`config.mk`:
```
export PLATFORM = sky130hd
export DESIGN_NAME = midi_track_event_encoder_top
export DESIGN_NICKNAME = d
export VERILOG_FILES = /design/src/mte_pkg.sv /design/src/mte_front.sv /design/src/mte_queue.sv /design/src/mte_back.sv /design/src/midi_track_event_encoder_top.sv
export SDC_FILE = /design/constraint.sdc
export NUM_CORES = 1
export LEC_CHECK = 0
export BUFFER_PORTS_ARGS = -buffer_cell sky130_fd_sc_hd__buf_2
export CAP_MARGIN = 10
export CORE_ASPECT_RATIO = 1.75
export CORE_MARGIN = 4
export CORE_UTILIZATION = 62
export CTS_CLUSTER_SIZE = 24
export DETAILED_ROUTE_END_ITERATION = 6
export GPL_TIMING_DRIVEN = 1
export MAX_ROUTING_LAYER = met4
export PLACE_DENSITY_LB_ADDON = 0.25
export SLEW_MARGIN = 0
export SYNTH_ARGS = -nofsm -noshare
export SYNTH_HDL_FRONTEND = slang
export SYNTH_SLANG_ARGS = --single-unit
```
`constraint.sdc`:
```
create_clock -name clk -period 9 [get_ports clk]
set_input_delay 0.9 -clock clk [delete_from_list [all_inputs] [get_ports clk]]
set_output_delay 0.9 -clock clk [all_outputs]
set_load 0.02 [all_outputs]
```
`src/mte_pkg.sv`:
```
// ----------------------------------------------------------------------------
// MIDI track event encoder package
// Shared constants and the command record passed from front to back end.
// ----------------------------------------------------------------------------
package mte_pkg;

	localparam int KEY_COUNT = 128;
	localparam int KEY_W     = $clog2(KEY_COUNT);
	localparam int TICK_W    = 32;
	localparam int DELTA_W   = 28;

	localparam logic [TICK_W-1:0] MAX_DELTA = 32'h0fff_ffff;

	localparam logic [7:0] STAT_NOTE_ON  = 8'h90;
	localparam logic [7:0] STAT_NOTE_OFF = 8'h80;
	localparam logic [7:0] VEL_ON        = 8'd64;
	localparam logic [7:0] VEL_OFF       = 8'd0;
	localparam logic [7:0] META_BYTE     = 8'hff;
	localparam logic [7:0] META_EOT      = 8'h2f;
	localparam logic [7:0] META_LEN0     = 8'h00;
	localparam logic [3:0] PERC_CHANNEL  = 4'd9;

	localparam logic       ACT_EDGE = 1'b0;
	localparam logic       ACT_END  = 1'b1;

	localparam logic [1:0] ST_OK      = 2'd0;
	localparam logic [1:0] ST_OVERLAP = 2'd1;
	localparam logic [1:0] ST_DELTA   = 2'd2;

	// One encoded event, or one error report.
	typedef struct packed {
		logic               err;
		logic [1:0]         code;
		logic [1:0]         vlq_last;   // number of delta bytes minus one
		logic [DELTA_W-1:0] delta;
		logic [7:0]         tail0;
		logic [7:0]         tail1;
		logic [7:0]         tail2;
	} cmd_t;

endpackage

```
`src/mte_front.sv`:
```
// ----------------------------------------------------------------------------
// MIDI track event encoder front end
// Checks each edge against the key map and last tick, updates the track
// state and turns the beat into a command for the byte serialiser.
// ----------------------------------------------------------------------------
module mte_front import mte_pkg::*; (
	input  logic              clk,
	input  logic              arst_n,
	input  logic              cfg_valid,
	output logic              cfg_ready,
	input  logic [3:0]        cfg_data,
	input  logic              in_valid,
	output logic              in_ready,
	input  logic              in_action,
	input  logic [TICK_W-1:0] in_tick,
	input  logic              in_note_on,
	input  logic [KEY_W-1:0]  in_key,
	output logic              cmd_valid,
	input  logic              cmd_ready,
	output cmd_t              cmd
);

	logic [3:0]          track_q;
	logic                key_mem_q [KEY_COUNT];
	logic [TICK_W-1:0]   last_tick_q;
	logic                failed_q;
	logic [1:0]          fail_code_q;
	logic                clr_busy_q;
	logic [KEY_W-1:0]    clr_addr_q;

	logic                valid_s1;
	logic                action_s1;
	logic [TICK_W-1:0]   tick_s1;
	logic                note_on_s1;
	logic [KEY_W-1:0]    key_s1;
	logic                key_rd_s1;

	logic [3:0]          chan_base;
	logic [3:0]          channel;
	logic [TICK_W:0]     diff;
	logic                tick_after;
	logic [TICK_W-1:0]   end_delta;
	logic [TICK_W-1:0]   sel_delta;
	logic                overlap;
	logic                edge_bad_delta;
	logic                accept;
	logic                advance;
	logic                do_clear;
	logic                do_fail;
	logic                do_update;

	// An end beat holds the input off until the key map has been swept clean.
	assign cfg_ready = 1'b1;
	assign in_ready  = !clr_busy_q && (!valid_s1 || (cmd_ready && action_s1 == ACT_EDGE));
	assign cmd_valid = valid_s1;
	assign accept    = in_valid && in_ready;
	assign advance   = valid_s1 && cmd_ready;

	// Channel is track minus one, stepping over the percussion channel.
	always_comb begin
		chan_base = (track_q == 4'd0) ? 4'd0 : track_q - 4'd1;
		channel   = (chan_base >= PERC_CHANNEL) ? chan_base + 4'd1 : chan_base;
	end

	assign diff           = {1'b0, tick_s1} - {1'b0, last_tick_q};
	assign tick_after     = !diff[TICK_W] && (diff[TICK_W-1:0] != '0);
	assign end_delta      = tick_after ? diff[TICK_W-1:0] : '0;
	assign overlap        = (note_on_s1 == key_rd_s1);
	assign edge_bad_delta = diff[TICK_W] || (diff[TICK_W-1:0] > MAX_DELTA);
	assign sel_delta      = (action_s1 == ACT_END) ? end_delta : diff[TICK_W-1:0];

	always_comb begin
		cmd          = '0;
		do_clear     = 1'b0;
		do_fail      = 1'b0;
		do_update    = 1'b0;
		cmd.delta    = sel_delta[DELTA_W-1:0];
		if (sel_delta[DELTA_W-1:21] != '0) begin
			cmd.vlq_last = 2'd3;
		end else if (sel_delta[20:14] != '0) begin
			cmd.vlq_last = 2'd2;
		end else if (sel_delta[13:7] != '0) begin
			cmd.vlq_last = 2'd1;
		end else begin
			cmd.vlq_last = 2'd0;
		end
		if (action_s1 == ACT_END) begin
			do_clear  = 1'b1;
			cmd.tail0 = META_BYTE;
			cmd.tail1 = META_EOT;
			cmd.tail2 = META_LEN0;
			if (failed_q) begin
				cmd.err  = 1'b1;
				cmd.code = fail_code_q;
			end else if (end_delta > MAX_DELTA) begin
				cmd.err  = 1'b1;
				cmd.code = ST_DELTA;
			end
		end else begin
			cmd.tail0 = (note_on_s1 ? STAT_NOTE_ON : STAT_NOTE_OFF) | {4'd0, channel};
			cmd.tail1 = {1'b0, key_s1};
			cmd.tail2 = note_on_s1 ? VEL_ON : VEL_OFF;
			if (failed_q) begin
				cmd.err  = 1'b1;
				cmd.code = fail_code_q;
			end else if (overlap) begin
				cmd.err  = 1'b1;
				cmd.code = ST_OVERLAP;
				do_fail  = 1'b1;
			end else if (edge_bad_delta) begin
				cmd.err  = 1'b1;
				cmd.code = ST_DELTA;
				do_fail  = 1'b1;
			end else begin
				do_update = 1'b1;
			end
		end
	end

	// Key map and the accepted beat. A key written by the beat leaving the
	// stage is forwarded to a beat arriving in the same cycle.
	always_ff @(posedge clk) begin
		if (clr_busy_q) begin
			key_mem_q[clr_addr_q] <= 1'b0;
		end else if (advance && do_update) begin
			key_mem_q[key_s1] <= note_on_s1;
		end
		if (accept) begin
			action_s1  <= in_action;
			tick_s1    <= in_tick;
			note_on_s1 <= in_note_on;
			key_s1     <= in_key;
			key_rd_s1  <= (advance && do_update && key_s1 == in_key) ?
				note_on_s1 : key_mem_q[in_key];
		end
	end

	always_ff @(posedge clk or negedge arst_n) begin
		if (!arst_n) begin
			track_q      <= 4'd1;
			last_tick_q  <= '0;
			failed_q     <= 1'b0;
			fail_code_q  <= ST_OK;
			clr_busy_q   <= 1'b1;
			clr_addr_q   <= '0;
			valid_s1     <= 1'b0;
		end else begin
			if (cfg_valid && cfg_ready) begin
				track_q <= cfg_data;
			end
			if (clr_busy_q) begin
				clr_addr_q <= clr_addr_q + KEY_W'(1);
				if (clr_addr_q == KEY_W'(KEY_COUNT - 1)) begin
					clr_busy_q <= 1'b0;
				end
			end else if (advance && do_clear) begin
				clr_busy_q <= 1'b1;
			end
			if (accept) begin
				valid_s1 <= 1'b1;
			end else if (advance) begin
				valid_s1 <= 1'b0;
			end
			if (advance) begin
				if (do_clear) begin
					last_tick_q  <= '0;
					failed_q     <= 1'b0;
					fail_code_q  <= ST_OK;
				end else if (do_fail) begin
					failed_q    <= 1'b1;
					fail_code_q <= cmd.code;
				end else if (do_update) begin
					last_tick_q <= tick_s1;
				end
			end
		end
	end

endmodule

```
`src/mte_queue.sv`:
```
// ----------------------------------------------------------------------------
// MIDI track event encoder command queue
// Two-entry queue between the front end and the byte serialiser.
// ----------------------------------------------------------------------------
module mte_queue import mte_pkg::*; (
	input  logic clk,
	input  logic arst_n,
	input  logic wr_valid,
	output logic wr_ready,
	input  cmd_t wr_data,
	output logic rd_valid,
	input  logic rd_ready,
	output cmd_t rd_data
);

	cmd_t       mem_q [2];
	logic       wr_ptr_q;
	logic       rd_ptr_q;
	logic [1:0] count_q;
	logic       push;
	logic       pop;

	assign wr_ready = (count_q != 2'd2);
	assign rd_valid = (count_q != 2'd0);
	assign rd_data  = mem_q[rd_ptr_q];
	assign push     = wr_valid && wr_ready;
	assign pop      = rd_valid && rd_ready;

	always_ff @(posedge clk) begin
		if (push) begin
			mem_q[wr_ptr_q] <= wr_data;
		end
	end

	always_ff @(posedge clk or negedge arst_n) begin
		if (!arst_n) begin
			wr_ptr_q <= 1'b0;
			rd_ptr_q <= 1'b0;
			count_q  <= 2'd0;
		end else begin
			if (push) begin
				wr_ptr_q <= ~wr_ptr_q;
			end
			if (pop) begin
				rd_ptr_q <= ~rd_ptr_q;
			end
			case ({push, pop})
				2'b10:   count_q <= count_q + 2'd1;
				2'b01:   count_q <= count_q - 2'd1;
				default: count_q <= count_q;
			endcase
		end
	end

endmodule

```
`src/mte_back.sv`:
```
// ----------------------------------------------------------------------------
// MIDI track event encoder back end
// Serialises one command into its delta bytes and three event bytes (an error
// report into one beat), one byte per cycle unless out_ready stalls, into registered beats.
// ----------------------------------------------------------------------------
module mte_back import mte_pkg::*; (
	input  logic       clk,
	input  logic       arst_n,
	input  logic       cmd_valid,
	output logic       cmd_ready,
	input  cmd_t       cmd,
	output logic       out_valid,
	input  logic       out_ready,
	output logic [7:0] out_byte,
	output logic [1:0] out_status,
	output logic       out_last
);

	logic [2:0] idx_q;
	logic       valid_q;
	logic [7:0] byte_q;
	logic [1:0] status_q;
	logic       last_q;

	logic       load;
	logic [2:0] final_idx;
	logic       in_vlq;
	logic [1:0] group;
	logic [1:0] tail_idx;
	logic [2:0] tail_sub;
	logic [7:0] next_byte;
	logic       next_last;

	assign load      = cmd_valid && (!valid_q || out_ready);
	assign final_idx = {1'b0, cmd.vlq_last} + 3'd3;
	assign in_vlq    = (idx_q <= {1'b0, cmd.vlq_last});
	assign group     = cmd.vlq_last - idx_q[1:0];
	assign tail_sub  = idx_q - {1'b0, cmd.vlq_last} - 3'd1;
	assign tail_idx  = tail_sub[1:0];
	assign next_last = cmd.err || (idx_q == final_idx);
	assign cmd_ready = load && next_last;

	always_comb begin
		next_byte = 8'd0;
		if (cmd.err) begin
			next_byte = 8'd0;
		end else if (in_vlq) begin
			// Most significant group first; all but the lowest carry bit seven.
			case (group)
				2'd0:    next_byte = {1'b0, cmd.delta[6:0]};
				2'd1:    next_byte = {1'b1, cmd.delta[13:7]};
				2'd2:    next_byte = {1'b1, cmd.delta[20:14]};
				2'd3:    next_byte = {1'b1, cmd.delta[27:21]};
				default: next_byte = 8'd0;
			endcase
		end else begin
			case (tail_idx)
				2'd0:    next_byte = cmd.tail0;
				2'd1:    next_byte = cmd.tail1;
				2'd2:    next_byte = cmd.tail2;
				default: next_byte = 8'd0;
			endcase
		end
	end

	always_ff @(posedge clk) begin
		if (load) begin
			byte_q   <= next_byte;
			status_q <= cmd.err ? cmd.code : ST_OK;
			last_q   <= next_last;
		end
	end

	always_ff @(posedge clk or negedge arst_n) begin
		if (!arst_n) begin
			idx_q   <= 3'd0;
			valid_q <= 1'b0;
		end else begin
			if (load) begin
				valid_q <= 1'b1;
				idx_q   <= next_last ? 3'd0 : idx_q + 3'd1;
			end else if (out_ready) begin
				valid_q <= 1'b0;
			end
		end
	end

	assign out_valid  = valid_q;
	assign out_byte   = byte_q;
	assign out_status = status_q;
	assign out_last   = last_q;

endmodule

```
`src/midi_track_event_encoder_top.sv`:
```
// ----------------------------------------------------------------------------
// MIDI track event encoder
// Encodes sorted note edges and end-of-track requests into MIDI track bytes.
// ----------------------------------------------------------------------------
//  Channel   Direction  Content
//  s_*       in         note edge or end request (tuser: action)
//  m_*       out        one event byte per beat (tuser: status, tlast: last)
//  cfg_*     in         track number
//
// An edge or end request yields its delta bytes plus three event bytes, 4 to 7
// beats, one byte per cycle unless m_tready stalls; an error report is one beat.
// The front end takes one beat per cycle while the queue has room and no sweep
// runs, and holds each accepted beat in a register before it enters the queue.
// After reset the key map is swept one entry per cycle, holding the input off
// until all 128 entries are clear; an end beat holds it off until its sweep ends.
// Either side may stall; the two-entry queue and output register decouple them.
module midi_track_event_encoder_top import mte_pkg::*; (
	input  logic        clk,
	input  logic        arst_n,
	input  logic        cfg_valid,
	output logic        cfg_ready,
	input  logic [3:0]  cfg_data,   // track_number
	input  logic        s_tvalid,
	output logic        s_tready,
	input  logic [39:0] s_tdata,    // tick[31:0], note_on[32], key[39:33]
	input  logic        s_tuser,    // action
	output logic        m_tvalid,
	input  logic        m_tready,
	output logic [7:0]  m_tdata,    // out_byte[7:0]
	output logic [1:0]  m_tuser,    // status[1:0]
	output logic        m_tlast
);

	logic fq_valid;
	logic fq_ready;
	cmd_t fq_cmd;
	logic qb_valid;
	logic qb_ready;
	cmd_t qb_cmd;

	mte_front u_front (
		.clk        (clk),
		.arst_n     (arst_n),
		.cfg_valid  (cfg_valid),
		.cfg_ready  (cfg_ready),
		.cfg_data   (cfg_data),
		.in_valid   (s_tvalid),
		.in_ready   (s_tready),
		.in_action  (s_tuser),
		.in_tick    (s_tdata[31:0]),
		.in_note_on (s_tdata[32]),
		.in_key     (s_tdata[39:33]),
		.cmd_valid  (fq_valid),
		.cmd_ready  (fq_ready),
		.cmd        (fq_cmd)
	);

	mte_queue u_queue (
		.clk      (clk),
		.arst_n   (arst_n),
		.wr_valid (fq_valid),
		.wr_ready (fq_ready),
		.wr_data  (fq_cmd),
		.rd_valid (qb_valid),
		.rd_ready (qb_ready),
		.rd_data  (qb_cmd)
	);

	mte_back u_back (
		.clk        (clk),
		.arst_n     (arst_n),
		.cmd_valid  (qb_valid),
		.cmd_ready  (qb_ready),
		.cmd        (qb_cmd),
		.out_valid  (m_tvalid),
		.out_ready  (m_tready),
		.out_byte   (m_tdata),
		.out_status (m_tuser),
		.out_last   (m_tlast)
	);

endmodule
```
# == Yosys cells after proc, flatten, opt, wreduce, memory -nomap -nowiden ==
# Memories as Yosys holds them, arrays and structs flattened. A register that Yosys moved wholly into a read port is not among the register bits.
# Cells that the tools add are included.
# totals
mem_bits_rw,242
reg_bits,108
wordCells,140
n_memories,2
out_inout_bits,14
inputBits,50
# op_classes
n_reduce_logical,34
mux,54
n_eq_ne,12
magnitude_cmp,4
bitwise_logic,4
add_sub_neg,11
# mem_list
memory,depth,word_bits,rd,rd_ports_with_merged_regs,write_ports,line_no,source
u_front.key_mem_q,128,1,1,1,1,mte_front.sv:24,logic key_mem_q [KEY_COUNT];
u_queue.mem_q,2,57,1,0,1,mte_queue.sv:16,cmd_t mem_q [2];
# op_table
operator,n
$mux 32,4
$gt 32x28->1 const B,2
$sub 32x32->33,1
$pmux 8 s4,1
$reduce_bool 32->1,1
$mux 1,28
$mux 28,1
$mux 24,1
$pmux 8 s3,1
$mux 3,7
$reduce_bool 7->1,3
$mux 7,2
$reduce_bool 2->1,6
$logic_and 1x1->1,10
$eq 2x2->1 const B,4
$mux 2,4
$mux 4,2
$mux 8,1
$or 8x4->8,1
$add 7x1->7 const B,1
$eq 7x7->1 const B,1
$eq 2x1->1 const B,3
$mux 5,1
$add 4x1->4 const B,1
21 further kinds,32

# == Longest topological paths before layout ==
# Gate-level depths: netlist of run 1.
# logic_depth
ltp_word,13
mapped_depth,18
depth_no_buf,15

# == By module ==
# A second synthesis of run 1 with hierarchy kept.
# unflattened
cells_unflattened,1313
hier_area_um2,17342.9
# by_module_without_submodules
module,area_per_inst_um2,seq_area_each_um2,cells_per_inst,n_inst
mte_front,11813.8,6308.6,1023,1
mte_queue,4381.7,3523.4,194,1
mte_back,1147.4,430.4,96,1

# == Worst setup path before layout of run 1 ==
# OpenSTA, ideal clock, no wires.
# synth_path
path_kind,register to register
start,register u_front.tick_s1[0]
end,memory u_front.key_mem_q[0] (data pin)
setup_slack_ns,2.117
setup_time_ns,0.796
arrival_time_ns,6.088
synth_period_minus_slack_ns,6.883
n_path_buf,2
path_stages_with_launch,15
t_required_ns,8.204
cell_sequence,edfxtp_1 -> inv_1 -> ha_1 -> inv_1 -> fa_1 -> a21o_1 -> a311o_1 -> a221oi_4 -> o211ai_2 -> or3_1 -> nand3_2 -> nand4_2 -> buf_2 -> buf_2 -> nor2_1
# synth_between
elab_chain_cells,13
# synth_rtl
element,line_no,source
start: declaration,mte_front.sv:33,logic [TICK_W-1:0] tick_s1;
start signal: assignment,mte_front.sv:130,tick_s1 <= in_tick;
$sub 32x32->33 (*),mte_front.sv:65,"assign diff = {1'b0, tick_s1} - {1'b0, last_tick_q};"
$gt 32x28->1,mte_front.sv:69,assign edge_bad_delta = diff[TICK_W] || (diff[TICK_W-1:0] > MAX_DELTA);
$logic_or 1x1->1 (*),mte_front.sv:69,
$mux 1 (*),mte_front.sv:110,end else if (edge_bad_delta) begin
$mux 1 (*),mte_front.sv:106,end else if (overlap) begin
$mux 1 (*),mte_front.sv:103,if (failed_q) begin
$mux 1 (*),mte_front.sv:87,if (action_s1 == ACT_END) begin
$logic_and 1x1->1 (*),mte_front.sv:125,end else if (advance && do_update) begin
$mux 1 (*),mte_front.sv:125,
$mux 1 (*),mte_front.sv:123,if (clr_busy_q) begin
$mux 1 (implied by the code) (*),mte_front.sv:126,key_mem_q[key_s1] <= note_on_s1;
$reduce_or 1->1 (no source line) (*),n/a,
$mux 1 (no source line) (*),n/a,
end: declaration,mte_front.sv:24,
# Mark *: on every way between the ends. The rest lies on a longest branch, timed or not.

# == Worst setup path in the final report of run 1 ==
# layout_path
start,register u_front.tick_s1[0]
end,memory u_front.key_mem_q[69] (enable)
# layout_between
elab_chain_cells,13
word_cells_on_any_way,14
cone_classes,add/sub (1); order compare (1); mux (9); reduce/logical (3)
# layout_rtl
element,line_no
$sub 32x32->33 (*),mte_front.sv:65
$gt 32x28->1,mte_front.sv:69
$logic_or 1x1->1 (*),mte_front.sv:69
$mux 1 (*),mte_front.sv:110
$mux 1 (*),mte_front.sv:106
$mux 1 (*),mte_front.sv:103
$mux 1 (*),mte_front.sv:87
$logic_and 1x1->1 (*),mte_front.sv:125
$mux 1 (*),mte_front.sv:125
$mux 1 (*),mte_front.sv:123
$mux 1 (implied by the code) (*),mte_front.sv:126
$reduce_or 1->1 (no source line),n/a
$mux 7 (no source line) / $mux 1 (equally long branches),n/a
# Marks and branches as above.

==> results of run 1 <==
==> cells in the final DEF (no fill, tap or decap), drive strengths merged, types with 10 or more instances in the layout <==
cell type / count
a21o: 15
a21oi: 51
a22o: 31
a31oi: 10
buf: 73
clkbuf: 38
dfrtp: 54
edfxtp: 275
ha: 43
inv: 56
mux2i: 20
mux4: 61
nand2: 70
nand2b: 12
nand3: 25
nand3b: 11
nand4: 17
nor2: 210
nor2b: 16
nor3: 14
o211ai: 14
o21ai: 42
xnor2: 22
xor2: 24
==> sequential cells by signal (all words and copies together), names as in the netlist, 2 cells and up <==
register             cells
u_front.key_mem_q      128
u_queue.mem_q           94
u_front.last_tick_q     32
u_front.tick_s1         32
u_back.out_byte          8
u_front.clr_addr_q       7
u_front.key_s1           7
u_front.track_q          4
u_back.idx_q             3
u_back.out_status        2
u_front.fail_code_q      2
u_queue.count_q          2
==> power groups by stage <==
stage	registers, mW	clock network, mW	logic (mW)
after CTS	1.99	1.33	1.41
after global placement	2.02	0	1.36
final	2.00	1.31	1.39
after global routing	2.01	1.39	1.52
after detailed placement	2.02	0	1.40
after floorplan	2.00	0	1.01
==> routing by layer <==
metal | track usage [%] | routed length [um] | part of all wire [%]
met1 | 31.45 | 13420 | 36
met2 | 49.03 | 21070 | 56
met3 | 2.983 | 1820 | 4.8
met4 | 8.801 | 1234 | 3.3
met5 | - | 0 | 0
==> stage by stage <==
stage / util (%) / instances
3_5_place_dp: 64.96 / 1607
3_3_place_gp: 64.96 / 1607
6_report: 68.85 / 1662
4_1_cts: 68.85 / 1662
2_1_floorplan: - / 1285
5_1_grt: 68.85 / 1662
==> area by class of cell <==
cell class / count / area share, %
flip-flops and latches: 331 / 54.06
multi-input cells: 828 / 34.70
clock buffers: 38 / 4.599
well taps: 320 / 2.240
repair buffers: 73 / 2.198
inverters: 55 / 1.155
clock inverters: 17 / 1.050
==> kinds of logic after synthesis <==
kind of cell	after synthesis
simple gates	421
flops	331
compound gates	228
buf+inv	126
mux	88
xor+xnor	46
fa+ha+maj	44
other cells	1
==> worst max-delay path by stage <==
stage,cells past startpoint,from,endpoint
final,14,u_front.tick_s1[0],u_front.key_mem_q[69]
after global routing,14,u_front.tick_s1[0],u_front.key_mem_q[29]
after CTS,14,u_front.tick_s1[0],u_front.key_mem_q[69]
after global placement,14,u_front.tick_s1[0],u_front.key_mem_q[13]
after floorplan,14,u_front.tick_s1[0],u_front.key_mem_q[0]
after detailed placement,14,u_front.tick_s1[0],u_front.key_mem_q[69]
==> worst max-delay path: stages, from the launching register on <==
cell      delay (ps)
edfxtp_1         360
inv_1            100
ha_1             160
inv_1             50
fa_1             390
a21o_1           200
a311o_1          400
a221oi_4         380
o211ai_2         170
or3_1            380
nand3_2          180
nand4_2          600
mux2i_1          620
nand3_1          690
nor2_1           350
==> results.ini, run 1 <==
[run_status]
run_status=completed

[synthesis]
async_flop_share_pct=16.92
postSynthCellCount=1285
synthSimpleGateAreaFrac_pct=12.00
synthAdderAreaFrac_pct=3.414
ys_ff_latch=331
synth-compound-area-share_pct=9.722
ys_top_cells_by_area=edfxtp_1 (51%), mux4_2 (8.4%), dfrtp_1 (8.3%)
yosysTopAreaCellShare_pct=50.52
ys.flop_type=edfxtp_1
yosys.area.top_type=edfxtp_1
synth-edff-count=275
synth_top_family_by_area=simple AND/OR/NAND/NOR gates
synth_most_common_cell=edfxtp_1
netlist_area_um2=16340
yosys_warnings=0
seq_area_frac_synth_pct=59.11
yosys-top-cells-count=edfxtp_1 (275), nor2_1 (210), nand2_1 (70)
synthesis.nets=1379
synth_xor_area_share_pct=2.465
synth_cell_types=79
synthMuxAreaShare_pct=10.14
syn_area_per_cell_um2=12.72

[cts]
clock_path_buffers=3
cts_resized=0
postCtsSetupBuffers=0
cts_buffers=30
cts_max_level=1
clk_pin_slew_ps=70
cts_root_buffer=clkbuf_16
clock_sinks=331
cts_hold_repair.buffers=0
insertion_delay_ps=580
cts_tree=done

[sta]
worst_pin_slew_ps=1147
drv_slew=0
clock_skew_ps=20.10
setup_viol=0
fmax_mhz=186.2
period_needed_ps=5369
hold_viol=0
relSlewSlack_pct=23.52
final.period_utilization_pct=59.66
fin_ws_ps=3631
setup_tns_ps=0
rsz0062_at_grt=false
whs_ps=467.6

[detailed_routing]
dr.first_iter.drc_count=770
vias_per_cell=6.357
first_pass_iters=5
post-route-drc-count=0
wl_per_cell_um=22.59
finalWirelength_um=37550
antenna_left=0
via_count=10570

[die]
die_w_um=130.7
fp.dieH_um=222.8
die_area_um2=29130
initial_utilization_pct=62.96
io_pins=64
num_rows=78
coreArea_um2=25960

[place]
io_buffers=62
dpl_cell_area_um2=16860
post-dp-hpwl_um=25970
gp_congestion=0.9616
dpl_worst_slack_ps=3714

[global_route]
grt_pass1_vias=10800
grt_pass1_wl_um=59540
grt.total_usage_pct=27.28
antenna_found_initial=0
grt-ovfl-total=0
grt_max_degree=129

[critical_path]
required_ps=9270
worstReg2RegStart=u_front.tick_s1[0]
crit_type=flop to flop
r2r-end=u_front.key_mem_q[69]
worstRegToRegCells=14
end_kind=flop
startpoint_type=flop
arrival_ps=5640
r2r_slack_ps=3630
crit_fanout=24

[finish]
fin_area_um2=17870
multi_input_area_um2=6202
seqCellArea_um2=9662
syn2layout_area_growth_pct=9.355
nets=1413
drive_gt1_share_pct=16.54
antenna_cells=0
n_fill_cell=1821

[power_and_ir_drop]
leakage_nw=6.113
power.density_nw_per_um2=262.9
internal-power_mw=3.124
comb_power_share_pct=29.6
p_sw_mw=1.574
pwr-share-seq_pct=42.5
pwr-share-clk_pct=27.9
vdd_ir_drop_max_mv=0.1991
total_power_mw=4.699
switching_share_pct=33.51

[run]
maxCapViolations=0

[hold_path]
holdCritPathClass=input pin to asynchronous set/reset pin

Power figures use the tool's default switching activity.
==> run 2, diff against run 1 <==
--- a/config.mk
+++ b/config.mk
@@ -9,7 +9,7 @@
 export CAP_MARGIN = 10
 export CORE_ASPECT_RATIO = 1.75
 export CORE_MARGIN = 4
-export CORE_UTILIZATION = 62
+export CORE_UTILIZATION = 56
 export CTS_CLUSTER_SIZE = 24
 export DETAILED_ROUTE_END_ITERATION = 6
 export GPL_TIMING_DRIVEN = 1
==> constraint.sdc (replaced) <==
create_clock -name clk -period 4.55 [get_ports clk]
set_input_delay 0.455 -clock clk [delete_from_list [all_inputs] [get_ports clk]]
set_output_delay 0.455 -clock clk [all_outputs]
set_load 0.02 [all_outputs]
==> results.ini, run 2 (synthesis results as in run 1) <==
[die]
die_w_um=137.1  ; +4.9%
initial_utilization_pct=56.89  ; -6.1 points
io_pins=64  ; unchanged
coreArea_um2=28730  ; +11%
fp.dieH_um=234  ; +5.0%
die_area_um2=32090  ; +10%
num_rows=82  ; +5.1%

[cts]
insertion_delay_ps=570  ; about the same
clock_sinks=331  ; unchanged
cts_root_buffer=clkbuf_16
cts_tree=done
clock_path_buffers=3  ; unchanged
clk_pin_slew_ps=70  ; about the same
cts_buffers=30  ; unchanged
cts_hold_repair.buffers=0  ; unchanged
cts_max_level=1  ; unchanged

[critical_path]
arrival_ps=4660  ; -980 ps
path_cells=inv_1 > ha_1 > inv_1 > fa_1 > a21o_1 > a311o_1 > a221oi_4 > o211ai_2 > or3_4 > nand3_4 > buf_4 > nand4_4 > buf_4 > mux2i_1 > a221oi_1 > or4b_1 > mux2i_1
worstRegToRegCells=17  ; +3
crit_fanout=8  ; -67%
startpoint_type=flop
crit_type=flop to flop
worstReg2RegStart=u_front.tick_s1[0]
r2r_slack_ps=210  ; -3430 ps
r2r-end=u_front.key_rd_s1
slowest_stage=or4b_1
required_ps=4870  ; -4400 ps
crit_start=u_front.tick_s1[0]
end_kind=flop
cpPeakStageDelay_ps=470  ; -220 ps

[finish]
largest_register=u_front.key_mem_q
largest_register_ffs=128  ; unchanged
final_cell_mix=edfxtp_1 (275), nor2_1 (208), nand2_1 (70)
reg_top3=u_front.key_mem_q x128, u_queue.mem_q x94
final_common_cell=edfxtp_1
n_fill_cell=2177  ; +20%
fin_area_um2=18350  ; +2.6%
antenna_cells=0  ; unchanged
seqCellArea_um2=9662  ; unchanged
nets=1468  ; +3.9%
fin_cells=1774  ; +6.7%
multi_input_area_um2=6241  ; +0.63%
drive_gt1_share_pct=19.41  ; +2.9 points
syn2layout_area_growth_pct=12.24
utilization_pct=63.86  ; -5.0 points

[global_route]
grt.total_usage_pct=24.62  ; -2.7 points
grt_pass1_wl_um=59050  ; -0.82%
grt_max_degree=57  ; -56%
grt-ovfl-total=0  ; unchanged
grt_pass1_vias=11000  ; +1.8%
antenna_found_initial=0  ; unchanged

[detailed_routing]
first_pass_iters=5  ; unchanged
vias_per_cell=6.015  ; -5.4%
via_count=10670  ; +0.98%
finalWirelength_um=37310  ; -0.62%
dr.first_iter.drc_count=734  ; -4.7%
wl_per_cell_um=21.03  ; -6.9%
post-route-drc-count=0  ; unchanged
antenna_left=0  ; unchanged

[power_and_ir_drop]
p_sw_mw=3.094  ; +97%
leakage_nw=6.332  ; +3.6%
pwr-share-clk_pct=25.2  ; -2.7 points
comb_power_share_pct=31.8  ; +2.2 points
vdd_ir_drop_max_mv=0.3420  ; +72%
internal-power_mw=6.123  ; +96%
power.density_nw_per_um2=502.4  ; +91%
switching_share_pct=33.57  ; +0.058 points
pwr-share-seq_pct=43.0  ; +0.5 points

[sta]
hold_viol=0  ; unchanged
rsz0062_at_grt=false
relSlewSlack_pct=26.60  ; +3.1 points
setup_tns_ps=0  ; unchanged
worst_pin_slew_ps=1101  ; -46.21 ps
fin_ws_ps=205.1  ; -3426 ps
fmax_mhz=230.2  ; +24%
drv_slew=0  ; unchanged
setup_viol=0  ; unchanged
period_needed_ps=4345  ; -1024 ps
final.period_utilization_pct=95.49  ; +36 points
clock_skew_ps=13.87  ; -6.234 ps

[hold_path]
holdCritPathClass=input pin to asynchronous set/reset pin

[place]
gp_congestion=0.9357  ; -2.7%
dpl_cell_area_um2=17390  ; +3.1%
dpl_worst_slack_ps=148.4  ; -3566 ps
io_buffers=62  ; unchanged
placed_cells=1713  ; +6.6%
post-dp-hpwl_um=26640  ; +2.6%

[run_status]
run_status=completed

[run]
maxCapViolations=0  ; unchanged

-- run 2: critical path: cells and delay by family (launching register included) --
family	cells	cell delay (ps)
simple gates	4	1120
fa+ha+maj	2	540
buf+inv	4	530
flops	1	360
compound gates	5	1280
mux	2	260
-- run 2: per-stage QoR --
stage	hold WS, ps	power [mW]
final	53.69	9.217
after global routing	33.63	9.714
after CTS	27.39	9.300
after detailed placement	485.3	6.965
after global placement	478.9	6.887
after floorplan	159.4	5.953
-- run 2: layout make-up --
| cell class | instances | share of cell area (%) |
|---|---|---|
| well taps | 378 | 2.578 |
| clock buffers | 37 | 4.235 |
| clock inverters | 17 | 0.6138 |
| inverters | 55 | 1.125 |
| flip-flops and latches | 331 | 52.67 |
| repair buffers | 127 | 4.761 |
| multi-input cells | 829 | 34.02 |
-- run 2: worst max path at each step --
stage          depth (start not counted)                   end
2_1_floorplan                         14  u_front.key_mem_q[0]
6_report                              17     u_front.key_rd_s1
5_1_grt                               16     u_front.key_rd_s1
4_1_cts                               16     u_front.key_rd_s1
3_5_place_dp                          16     u_front.key_rd_s1
3_3_place_gp                          16     u_front.key_rd_s1
-- run 2: repair_timing --
item	4_1_cts	5_1_grt
resized for setup	0	1
buffers inserted	0	6
setup endpoints to repair	0	76
-- run 2: power by group through the flow --
stage / registers [mW] / logic (mW) / clock network, mW
6_report: 3.97 / 2.93 / 2.32
5_1_grt: 4.01 / 3.21 / 2.50
4_1_cts: 3.96 / 2.95 / 2.38
3_5_place_dp: 4.03 / 2.94 / 0
3_3_place_gp: 4.01 / 2.88 / 0
2_1_floorplan: 3.95 / 2.01 / 0
-- run 2: layer usage --
| metal | vias up | track usage [%] | routed length, um |
|---|---|---|---|
| met5 | - | - | 0 |
| met2 | 309 | 44.64 | 20730 |
| met3 | 102 | 2.426 | 1513 |
| met4 | 0 | 10.67 | 1712 |
| li1 | 4974 | - | - |
| met1 | 5285 | 27.24 | 13360 |
